### src/sv/asd_pkg.sv
package asd_pkg;

  localparam int WINDOW_LEN_DEF = 100;

  localparam int BIAS_W    = 31;
  localparam int CHG_W     = 31;
  localparam int THR_W     = 20;
  localparam int CNT_W     = 16;
  localparam int CFG_W     = 20;
  localparam int CFG_IDX_W = 2;
  // reciprocal width: 2^(THR_W+clog2(W))/W stays below 2^21 for any W
  localparam int RECIP_W   = 21;

  localparam logic [CNT_W-1:0] STOP_LIMIT_RST = 16'd150;
  localparam logic [THR_W-1:0] ROT_LIMIT_RST  = 20'd2500;
  localparam logic [THR_W-1:0] THR_FLOOR_RST  = 20'd200;
  localparam logic [THR_W-1:0] THR_CEIL_RST   = 20'd700;

  typedef enum logic [CFG_IDX_W-1:0] {
    CFG_STOP_LIMIT = 2'd0,
    CFG_ROT_LIMIT  = 2'd1,
    CFG_THR_FLOOR  = 2'd2,
    CFG_THR_CEIL   = 2'd3
  } cfg_idx_t;

  typedef struct packed {
    logic [CNT_W-1:0] stop_limit;
    logic [THR_W-1:0] rot_limit;
    logic [THR_W-1:0] thr_floor;
    logic [THR_W-1:0] thr_ceil;
  } cfg_t;

  typedef struct packed {
    logic [CHG_W-1:0] mag;
    logic             nz;
  } chg_t;

endpackage

### src/sv/adaptive_stillness_detector.sv
// Channel  Handshake             Payload
// in       in_valid / in_stall   in_bias_now, in_bias_before
// out      out_valid / out_stall out_vehicle_stopped, out_threshold_ready,
//                                out_stillness_threshold
// cfg      cfg_we                cfg_index, cfg_data
//
// One request per cycle sustained while out_stall is low; a result passes the input,
// change, multiply, quotient fix and result registers after its request is taken.
// The running sum is held as quotient and remainder of 3*sum/WINDOW_LEN, so
// the update loop is one narrow add, compare and clamp.
// Synchronous active-low reset; no clearing pass, ready for requests at once.
// Each stage loads when empty or draining, so bubbles fill under out_stall.
module adaptive_stillness_detector #(
  parameter int WINDOW_LEN = asd_pkg::WINDOW_LEN_DEF
) (
  input  logic                              clk,
  input  logic                              rst_n,
  input  logic                              in_valid,
  output logic                              in_stall,
  input  logic signed [asd_pkg::BIAS_W-1:0] in_bias_now,
  input  logic signed [asd_pkg::BIAS_W-1:0] in_bias_before,
  output logic                              out_valid,
  input  logic                              out_stall,
  output logic                              out_vehicle_stopped,
  output logic                              out_threshold_ready,
  output logic [asd_pkg::THR_W-1:0]         out_stillness_threshold,
  input  logic                              cfg_we,
  input  logic [asd_pkg::CFG_IDX_W-1:0]     cfg_index,
  input  logic [asd_pkg::CFG_W-1:0]         cfg_data
);
  import asd_pkg::*;

  localparam int WW = $clog2(WINDOW_LEN);

  cfg_t             cfg_r;
  logic             chg_valid;
  chg_t             chg;
  logic             chg_rdy;
  logic             div_valid;
  chg_t             div_chg;
  logic [THR_W-1:0] div_quo;
  logic [WW-1:0]    div_rem;
  logic             div_big;
  logic             div_rdy;

  always_ff @(posedge clk) begin
    if (!rst_n) begin
      cfg_r.stop_limit <= STOP_LIMIT_RST;
      cfg_r.rot_limit  <= ROT_LIMIT_RST;
      cfg_r.thr_floor  <= THR_FLOOR_RST;
      cfg_r.thr_ceil   <= THR_CEIL_RST;
    end else if (cfg_we) begin
      unique case (cfg_idx_t'(cfg_index))
        CFG_STOP_LIMIT: cfg_r.stop_limit <= cfg_data[CNT_W-1:0];
        CFG_ROT_LIMIT:  cfg_r.rot_limit  <= cfg_data[THR_W-1:0];
        CFG_THR_FLOOR:  cfg_r.thr_floor  <= cfg_data[THR_W-1:0];
        CFG_THR_CEIL:   cfg_r.thr_ceil   <= cfg_data[THR_W-1:0];
        default: ;
      endcase
    end
  end

  asd_front u_front (
    .clk         (clk),
    .rst_n       (rst_n),
    .in_valid    (in_valid),
    .in_stall    (in_stall),
    .bias_now    (in_bias_now),
    .bias_before (in_bias_before),
    .chg_valid   (chg_valid),
    .chg         (chg),
    .chg_rdy     (chg_rdy)
  );

  asd_div #(
    .WINDOW_LEN (WINDOW_LEN)
  ) u_div (
    .clk       (clk),
    .rst_n     (rst_n),
    .chg_valid (chg_valid),
    .chg       (chg),
    .chg_rdy   (chg_rdy),
    .div_valid (div_valid),
    .div_chg   (div_chg),
    .div_quo   (div_quo),
    .div_rem   (div_rem),
    .div_big   (div_big),
    .div_rdy   (div_rdy)
  );

  asd_core #(
    .WINDOW_LEN (WINDOW_LEN)
  ) u_core (
    .clk                     (clk),
    .rst_n                   (rst_n),
    .cfg                     (cfg_r),
    .div_valid               (div_valid),
    .div_chg                 (div_chg),
    .div_quo                 (div_quo),
    .div_rem                 (div_rem),
    .div_big                 (div_big),
    .div_rdy                 (div_rdy),
    .out_valid               (out_valid),
    .out_stall               (out_stall),
    .out_vehicle_stopped     (out_vehicle_stopped),
    .out_threshold_ready     (out_threshold_ready),
    .out_stillness_threshold (out_stillness_threshold)
  );

endmodule

### src/sv/asd_front.sv
module asd_front (
  input  logic                                clk,
  input  logic                                rst_n,
  input  logic                                in_valid,
  output logic                                in_stall,
  input  logic signed [asd_pkg::BIAS_W-1:0]   bias_now,
  input  logic signed [asd_pkg::BIAS_W-1:0]   bias_before,
  output logic                                chg_valid,
  output asd_pkg::chg_t                       chg,
  input  logic                                chg_rdy
);
  import asd_pkg::*;

  logic                     v1_r;
  logic                     v2_r;
  logic signed [BIAS_W-1:0] now_r;
  logic signed [BIAS_W-1:0] bef_r;
  chg_t                     chg_r;
  chg_t                     chg_nxt;
  logic                     ld1;
  logic                     ld2;
  logic [BIAS_W:0]          diff;
  logic [BIAS_W:0]          mag_w;

  assign ld2      = !v2_r || chg_rdy;
  assign ld1      = !v1_r || ld2;
  assign in_stall = !ld1;

  always_comb begin
    diff        = {now_r[BIAS_W-1], now_r} - {bef_r[BIAS_W-1], bef_r};
    mag_w       = diff[BIAS_W] ? (~diff + 1'b1) : diff;
    chg_nxt.mag = mag_w[CHG_W-1:0];
    chg_nxt.nz  = |mag_w;
  end

  always_ff @(posedge clk) begin
    if (!rst_n) begin
      v1_r <= 1'b0;
      v2_r <= 1'b0;
    end else begin
      if (ld1) v1_r <= in_valid;
      if (ld2) v2_r <= v1_r;
    end
  end

  always_ff @(posedge clk) begin
    if (ld1 && in_valid) begin
      now_r <= bias_now;
      bef_r <= bias_before;
    end
    if (ld2 && v1_r) chg_r <= chg_nxt;
  end

  assign chg_valid = v2_r;
  assign chg       = chg_r;

endmodule

### src/sv/asd_div.sv
module asd_div #(
  parameter int WINDOW_LEN = asd_pkg::WINDOW_LEN_DEF
) (
  input  logic                                  clk,
  input  logic                                  rst_n,
  input  logic                                  chg_valid,
  input  asd_pkg::chg_t                         chg,
  output logic                                  chg_rdy,
  output logic                                  div_valid,
  output asd_pkg::chg_t                         div_chg,
  output logic [asd_pkg::THR_W-1:0]             div_quo,
  output logic [$clog2(WINDOW_LEN)-1:0]         div_rem,
  output logic                                  div_big,
  input  logic                                  div_rdy
);
  import asd_pkg::*;

  localparam int WW = $clog2(WINDOW_LEN);
  localparam int XW = THR_W + WW;
  localparam int PW = XW + RECIP_W;
  localparam logic [RECIP_W-1:0] RECIP   = RECIP_W'((64'd1 << XW) / WINDOW_LEN);
  localparam logic [CHG_W+1:0]   BIG_LIM = (CHG_W+2)'(64'(WINDOW_LEN) << THR_W);
  localparam logic [WW:0]        WIN_R   = (WW+1)'(WINDOW_LEN);

  logic              v3_r;
  logic              v4_r;
  logic              ld3;
  logic              ld4;
  logic [CHG_W+1:0]  x3;
  logic [PW-1:0]     prod_w;
  logic [PW-1:0]     prod_r;
  logic              big3_r;
  logic [WW:0]       xlo_r;
  chg_t              chg3_r;
  logic [THR_W-1:0]  q_est;
  logic [2*WW+1:0]   qw_full;
  logic [WW:0]       r_est;
  logic              fix;
  logic [THR_W-1:0]  quo_nxt;
  logic [WW:0]       rem_full;
  logic [THR_W-1:0]  quo_r;
  logic [WW-1:0]     rem_r;
  logic              big4_r;
  chg_t              chg4_r;

  assign ld4     = !v4_r || div_rdy;
  assign ld3     = !v3_r || ld4;
  assign chg_rdy = ld3;

  // 3 * change, then quotient estimate by reciprocal multiply
  always_comb begin
    x3     = {2'b00, chg.mag} + {1'b0, chg.mag, 1'b0};
    prod_w = PW'(x3[XW-1:0]) * PW'(RECIP);
  end

  // estimate is low by at most one: one compare and subtract fixes it
  always_comb begin
    q_est    = prod_r[XW +: THR_W];
    qw_full  = q_est[WW:0] * WIN_R;
    r_est    = xlo_r - qw_full[WW:0];
    fix      = (r_est >= WIN_R);
    quo_nxt  = fix ? (q_est + 1'b1) : q_est;
    rem_full = fix ? (r_est - WIN_R) : r_est;
  end

  always_ff @(posedge clk) begin
    if (!rst_n) begin
      v3_r <= 1'b0;
      v4_r <= 1'b0;
    end else begin
      if (ld3) v3_r <= chg_valid;
      if (ld4) v4_r <= v3_r;
    end
  end

  always_ff @(posedge clk) begin
    if (ld3 && chg_valid) begin
      prod_r <= prod_w;
      big3_r <= (x3 >= BIG_LIM);
      xlo_r  <= x3[WW:0];
      chg3_r <= chg;
    end
    if (ld4 && v3_r) begin
      quo_r  <= quo_nxt;
      rem_r  <= rem_full[WW-1:0];
      big4_r <= big3_r;
      chg4_r <= chg3_r;
    end
  end

  assign div_valid = v4_r;
  assign div_chg   = chg4_r;
  assign div_quo   = quo_r;
  assign div_rem   = rem_r;
  assign div_big   = big4_r;

endmodule

### src/sv/asd_core.sv
module asd_core #(
  parameter int WINDOW_LEN = asd_pkg::WINDOW_LEN_DEF
) (
  input  logic                            clk,
  input  logic                            rst_n,
  input  asd_pkg::cfg_t                   cfg,
  input  logic                            div_valid,
  input  asd_pkg::chg_t                   div_chg,
  input  logic [asd_pkg::THR_W-1:0]       div_quo,
  input  logic [$clog2(WINDOW_LEN)-1:0]   div_rem,
  input  logic                            div_big,
  output logic                            div_rdy,
  output logic                            out_valid,
  input  logic                            out_stall,
  output logic                            out_vehicle_stopped,
  output logic                            out_threshold_ready,
  output logic [asd_pkg::THR_W-1:0]       out_stillness_threshold
);
  import asd_pkg::*;

  localparam int WW = $clog2(WINDOW_LEN);
  localparam int LW = WINDOW_LEN - 1;
  localparam logic [WW:0] WIN_R = (WW+1)'(WINDOW_LEN);

  logic             commit;
  logic             cal_r,   cal_nxt;
  logic [LW-1:0]    line_r,  line_nxt;
  logic [THR_W-1:0] qs_r,    qs_nxt;
  logic [WW-1:0]    rs_r,    rs_nxt;
  logic             big_r,   big_nxt;
  logic [THR_W-1:0] thr_r,   thr_nxt;
  logic [CNT_W-1:0] quiet_r, quiet_nxt;
  logic             stop_r,  stop_nxt;
  logic             out_valid_r;
  logic             out_stop_r;
  logic             out_ready_r;
  logic [THR_W-1:0] out_thr_r;

  logic [WW:0]      r_sum;
  logic [WW:0]      r_wrap;
  logic             carry;
  logic [THR_W+1:0] q_sum;
  logic             big_sum;
  logic             cal_hit;
  logic [THR_W-1:0] t_cal;
  logic [THR_W-1:0] thr_use;
  logic             quiet;

  assign div_rdy = !out_valid_r || !out_stall;
  assign commit  = div_valid && div_rdy;

  always_comb begin
    // running 3*sum/W kept as quotient and remainder
    r_sum   = {1'b0, rs_r} + {1'b0, div_rem};
    carry   = (r_sum >= WIN_R);
    r_wrap  = carry ? (r_sum - WIN_R) : r_sum;
    q_sum   = {2'b00, qs_r} + {2'b00, div_quo} + (THR_W+2)'(carry);
    big_sum = big_r || div_big || (|q_sum[THR_W+1:THR_W]);
    cal_hit = !cal_r && line_r[0];

    if (big_sum) begin
      t_cal = cfg.thr_ceil;
    end else if (q_sum[THR_W-1:0] < cfg.thr_floor) begin
      t_cal = cfg.thr_floor;
    end else if (q_sum[THR_W-1:0] > cfg.thr_ceil) begin
      t_cal = cfg.thr_ceil;
    end else begin
      t_cal = q_sum[THR_W-1:0];
    end

    if (cal_r) begin
      thr_use = thr_r;
    end else if (cal_hit) begin
      thr_use = t_cal;
    end else begin
      thr_use = cfg.thr_ceil;
    end

    quiet = (div_chg.mag < {{(CHG_W-THR_W){1'b0}}, thr_use});

    cal_nxt   = cal_r;
    line_nxt  = line_r;
    qs_nxt    = qs_r;
    rs_nxt    = rs_r;
    big_nxt   = big_r;
    thr_nxt   = thr_r;
    quiet_nxt = quiet_r;
    stop_nxt  = stop_r;

    if (commit) begin
      if (cal_hit) begin
        cal_nxt  = 1'b1;
        thr_nxt  = t_cal;
        line_nxt = '0;
        qs_nxt   = '0;
        rs_nxt   = '0;
        big_nxt  = 1'b0;
      end else if (!cal_r) begin
        line_nxt = (line_r >> 1) | (LW'(div_chg.nz) << (LW - 1));
        qs_nxt   = q_sum[THR_W-1:0];
        rs_nxt   = r_wrap[WW-1:0];
        big_nxt  = big_sum;
      end

      if (quiet) begin
        if (quiet_r >= cfg.stop_limit) begin
          stop_nxt  = 1'b1;
          quiet_nxt = '0;
        end else begin
          quiet_nxt = quiet_r + 1'b1;
        end
      end else begin
        quiet_nxt = '0;
        stop_nxt  = 1'b0;
      end
    end
  end

  always_ff @(posedge clk) begin
    if (!rst_n) begin
      cal_r       <= 1'b0;
      line_r      <= '0;
      qs_r        <= '0;
      rs_r        <= '0;
      big_r       <= 1'b0;
      thr_r       <= THR_CEIL_RST;
      quiet_r     <= '0;
      stop_r      <= 1'b0;
      out_valid_r <= 1'b0;
    end else begin
      cal_r   <= cal_nxt;
      line_r  <= line_nxt;
      qs_r    <= qs_nxt;
      rs_r    <= rs_nxt;
      big_r   <= big_nxt;
      thr_r   <= thr_nxt;
      quiet_r <= quiet_nxt;
      stop_r  <= stop_nxt;
      if (div_rdy) out_valid_r <= div_valid;
    end
  end

  always_ff @(posedge clk) begin
    if (commit) begin
      out_stop_r  <= stop_nxt;
      out_ready_r <= cal_nxt;
      out_thr_r   <= thr_use;
    end
  end

  assign out_valid               = out_valid_r;
  assign out_vehicle_stopped     = out_stop_r;
  assign out_threshold_ready     = out_ready_r;
  assign out_stillness_threshold = out_thr_r;

  a_cal_sticky: assert property (@(posedge clk) disable iff (!rst_n)
    cal_r |=> cal_r)
    else $error("calibration dropped");

  a_cal_clean: assert property (@(posedge clk) disable iff (!rst_n)
    cal_r |-> (line_r == '0 && !big_r && qs_r == '0))
    else $error("window state left after calibration");

  a_stop_rise: assert property (@(posedge clk) disable iff (!rst_n)
    $rose(stop_r) |-> quiet_r == '0)
    else $error("stop flag raised without clearing count");

  a_ready_follows: assert property (@(posedge clk) disable iff (!rst_n)
    (out_valid_r && !cal_r) |-> !out_ready_r)
    else $error("result shows calibrated before calibration");

endmodule
### config.mk
export PLATFORM = sky130hd
export DESIGN_NAME = adaptive_stillness_detector
export DESIGN_NICKNAME = d
export VERILOG_FILES = /design/src/sv/asd_pkg.sv /design/src/sv/adaptive_stillness_detector.sv /design/src/sv/asd_front.sv /design/src/sv/asd_div.sv /design/src/sv/asd_core.sv
export SDC_FILE = /design/constraint.sdc
export NUM_CORES = 2
export LEC_CHECK = 0
export ABC_CLOCK_PERIOD_IN_PS = 10200
export BUFFER_PORTS_ARGS = -buffer_cell sky130_fd_sc_hd__buf_4
export CAP_MARGIN = 5
export CELL_PAD_IN_SITES_DETAIL_PLACEMENT = 2
export CELL_PAD_IN_SITES_GLOBAL_PLACEMENT = 2
export CORE_MARGIN = 5
export CORE_UTILIZATION = 38
export CTS_CLUSTER_DIAMETER = 50
export DETAILED_ROUTE_END_ITERATION = 8
export PLACE_DENSITY_LB_ADDON = 0.12
export SYNTH_ARGS = -nofsm -noshare
export SYNTH_HDL_FRONTEND = slang
export SYNTH_SLANG_ARGS = --single-unit
### constraint.sdc
create_clock -name clk -period 10.2 [get_ports clk]
set_input_delay 0 -clock clk [delete_from_list [all_inputs] [get_ports clk]]
set_output_delay 0 -clock clk [all_outputs]
set_load 0.02 [all_outputs]
==> reports/metrics.yaml <==
setup_path:
  rrSetupSlack_ps: 440
  ff2ff_path_depth: 37
  critPathCaptureType: "flip-flop"
  cp-endpoint: "u_div.prod_r[46]$_DFFE_PP_"
  critPathMaxFanout: 5
  cp.arrival_ps: 10160
  startpoint: "u_front.chg[2]$_DFFE_PP_"
  reg2reg_to: "u_div.prod_r[46]$_DFFE_PP_"
  crit_path_frequent_cell: "fa_1"
  timing.rr.start: "u_front.chg[2]$_DFFE_PP_"
  cp.required_ps: 10600
  start_kind: "flip-flop"
  critPathSlowestCell: "fa_1"
  worst_path_largest_cell_delay_ps: 570
  critical_path_class: "flip-flop to flip-flop"
die:
  pin_count: 113
  row_count: 111
  die_w_um: 313
  dieArea_mm2: 0.0981
  core_mm2: 0.0914
  die_height_um: 313
  start_util_pct: 38.2
clock_tree:
  cts_buffers: 76
  cts-root-to-sink-buffers: 3
  clk_pin_slew_ps: 60
  clkLatencyLatePin_ps: 640
  cts.sinks: 461
  h-tree-depth: 3
  cts_tree: "built"
  cts_root_buffer: "clkbuf_16"
status:
  outcome: "finished clean"
synthesis:
  synth_top_family_by_area: "adder cells"
  synth_mux_area_share_pct: 0.448
  ys_ff_latch: 461
  synth-simple-area-share_pct: 13.1
  synth-main-ff-cell: "edfxtp_1"
  synth-compound-area-share_pct: 13.7
  avgSynthCellArea_um2: 9.68
  synth_area_mm2: 0.0349
  yosysWarnings: 0
  synth_seq_area_share_pct: 33.2
  synthAdderAreaFrac_pct: 28.7
  synth_nets: 4371
  ys_types: 98
  synth_edf_count: 235
  async_flop_share_pct: 0
  synth_xor_area_share_pct: 4.38
  syn_inst: 3608
grt:
  grt_usage_pct: 23.8
  grt_pass1_wl_um: 185000
  grt_pass1_vias: 32000
  grt_max_degree: 123
  grt_overflow_total: 0
  antenna_found_initial: 1
detailed_routing:
  drc: 0
  detailroute.via_count: 28000
  firstDrtPassIters: 4
  drt_wl_total_um: 118000
  drtIter0Drc: 1269
  post_drt_wl_per_cell_um: 23.2
  via_per_inst: 5.47
  route.antenna.remaining_nets: 0
timing:
  final_max_slew_viol_count: 0
  tightest_slew_ps: 1240
  fin_crit_sh_pct: 95.7
  fin_crit_ps: 9760
  clock_skew_ps: 44.5
  fmaxAchievable_mhz: 102
  hold_viol: 0
  slew_headroom_pct: 17.1
  setup_viol: 0
finish:
  final_cell_area_mm2: 0.0412
  num-fill-cells: 9618
  drive_above_1_share_pct: 10.7
  syn_to_final_growth_pct: 18.0
  stdcell_count: 5109
  nNetsFinal: 4620
  layout.area.seq_mm2: 0.0116
  multi_input_area_mm2: 0.0213
hold_path:
  min_path_type: "input port to flip-flop"
  hold-path-cell-count: 2
placement:
  post-place-cells: 4864
  placed_area_mm2: 0.0374
  hpwl_um: 88500
  gp_congestion: 0.883
  port_buffers: 112
flow_run:
  max_cap_violations: 0
registers in the layout, summed over array words and instances (netlist names), 20 cells and up:
name	cells
u_front.now_r	31
u_core.line_r	99
u_core.out_stillness_threshold	20
u_div.div_quo	20
u_front.chg	32
u_core.qs_r	20
u_div.chg3_r	32
u_front.bef_r	31
cfg_r	56
u_div.prod_r	20
u_core.thr_r	20
u_div.div_chg	32
cell families (layout without fill, tap and decap cells):
| logic type | count (synthesis) | in the layout |
|---|---|---|
| and+or+nand+nor | 969 | 969 |
| AOI/OAI and AO/OA | 743 | 743 |
| adders and majority gates | 674 | 674 |
| buffers and inverters | 573 | 886 |
| DFF | 461 | 461 |
| xor gates and xnor gates | 173 | 173 |
| muxes | 15 | 15 |
| other | 0 | 2 |
synth_stat cells, types with 36 or more instances:
| cell | n | share of area (%) |
|---|---|---|
| ha_1 | 463 | 17 |
| nor2_1 | 165 | 1.8 |
| xor2_1 | 50 | 1.3 |
| fa_1 | 211 | 12 |
| edfxtp_1 | 235 | 20 |
| dfxtp_1 | 226 | 13 |
| clkbuf_1 | 104 | 1.1 |
| a22oi_1 | 36 | 0.77 |
| a21o_1 | 71 | 1.5 |
| xnor2_1 | 121 | 3.0 |
| a21oi_1 | 291 | 4.2 |
| o21ai_0 | 94 | 1.3 |
| nand3_1 | 155 | 2.2 |
| nand2_1 | 374 | 4.0 |
| nor3_1 | 46 | 0.66 |
| inv_1 | 446 | 4.8 |
per-stage QoR:
| stage | setup TNS [ps] | setup slack [ps] | util, % | hold slack (ps) |
|---|---|---|---|---|
| floorplan | 0 | 630 | - | 98.9 |
| global placement | 0 | 200 | 40.9 | 178 |
| detailed placement | -48.6 | -48.6 | 40.9 | 179 |
| CTS | 0 | 70.5 | 44.9 | 31.1 |
| global route | -201 | -58.6 | 45.1 | 58.6 |
| finish | 0 | 439 | 45.1 | 82.3 |
metal layers:
layer	up-vias	track usage (%)	share of wire (%)
met5	-	0	0
met4	0	8.69	3.9
met3	219	3.01	2.8
met2	411	44.6	52
met1	14300	27.7	41
li1	13000	-	-
repair_timing:
item / CTS / global route
cloned: 0 / 0
pin swaps: 2 / 8
hold buffers: 94 / 0
endpoints found under the hold margin: 133 / 0
setup endpoints to repair: 2 / 25
resized for setup: 4 / 26
buffers inserted: 1 / 6
cell type report:
type / instances / area share, %
flip-flops and latches: 461 / 28.1
clock inverters: 52 / 1.59
repair buffers: 297 / 5.98
diodes: 2 / 0.0121
multi-input cells: 2574 / 51.6
inverters: 447 / 4.09
well taps: 1186 / 3.60
clock buffers: 90 / 4.97
worst min path at each step:
stage                       start                     endpoint  slack [ps]
3_5_place_dp    in_bias_before[4]   u_front.bef_r[4]$_DFFE_PP_         180
2_1_floorplan   in_bias_before[0]   u_front.bef_r[0]$_DFFE_PP_         100
4_1_cts        in_bias_before[25]  u_front.bef_r[25]$_DFFE_PP_          30
6_report       in_bias_before[29]  u_front.bef_r[29]$_DFFE_PP_          80
3_3_place_gp    in_bias_before[1]   u_front.bef_r[1]$_DFFE_PP_         180
5_1_grt           in_bias_now[28]  u_front.now_r[28]$_DFFE_PP_          60
cell usage in the layout (no fill, tap or decap), types with 14 or more instances in the layout:
cell type      count
ha_1             462
inv_1            443
nand2_1          374
a21oi_1          288
edfxtp_1         235
dfxtp_1          225
fa_1             211
buf_4            203
nor2_1           164
nand3_1          155
xnor2_1          116
dlygate4sd3_1     94
o21ai_0           92
clkbuf_16         79
a21o_1            71
xor2_1            49
nor3_1            45
a22oi_1           36
o211ai_1          35
nand4_1           31
and3_1            25
nor2b_1           25
o21a_1            25
nand2b_1          22
or3_1             20
a211oi_1          17
o22ai_1           15
o21bai_1          15
and2_1            14
a31oi_1           14
worst max-delay path, delay by kind of cell (launching register included):
family	cells	cell delay, ps
compound gates	18	3550
xor+xnor	2	250
fa+ha+maj	9	3940
buf+inv	4	530
flops	1	460
simple gates	4	810
Power is left out: the tool's default activity adds up to more than one toggle a clock period on the data nets, which glitch-free logic cannot reach.
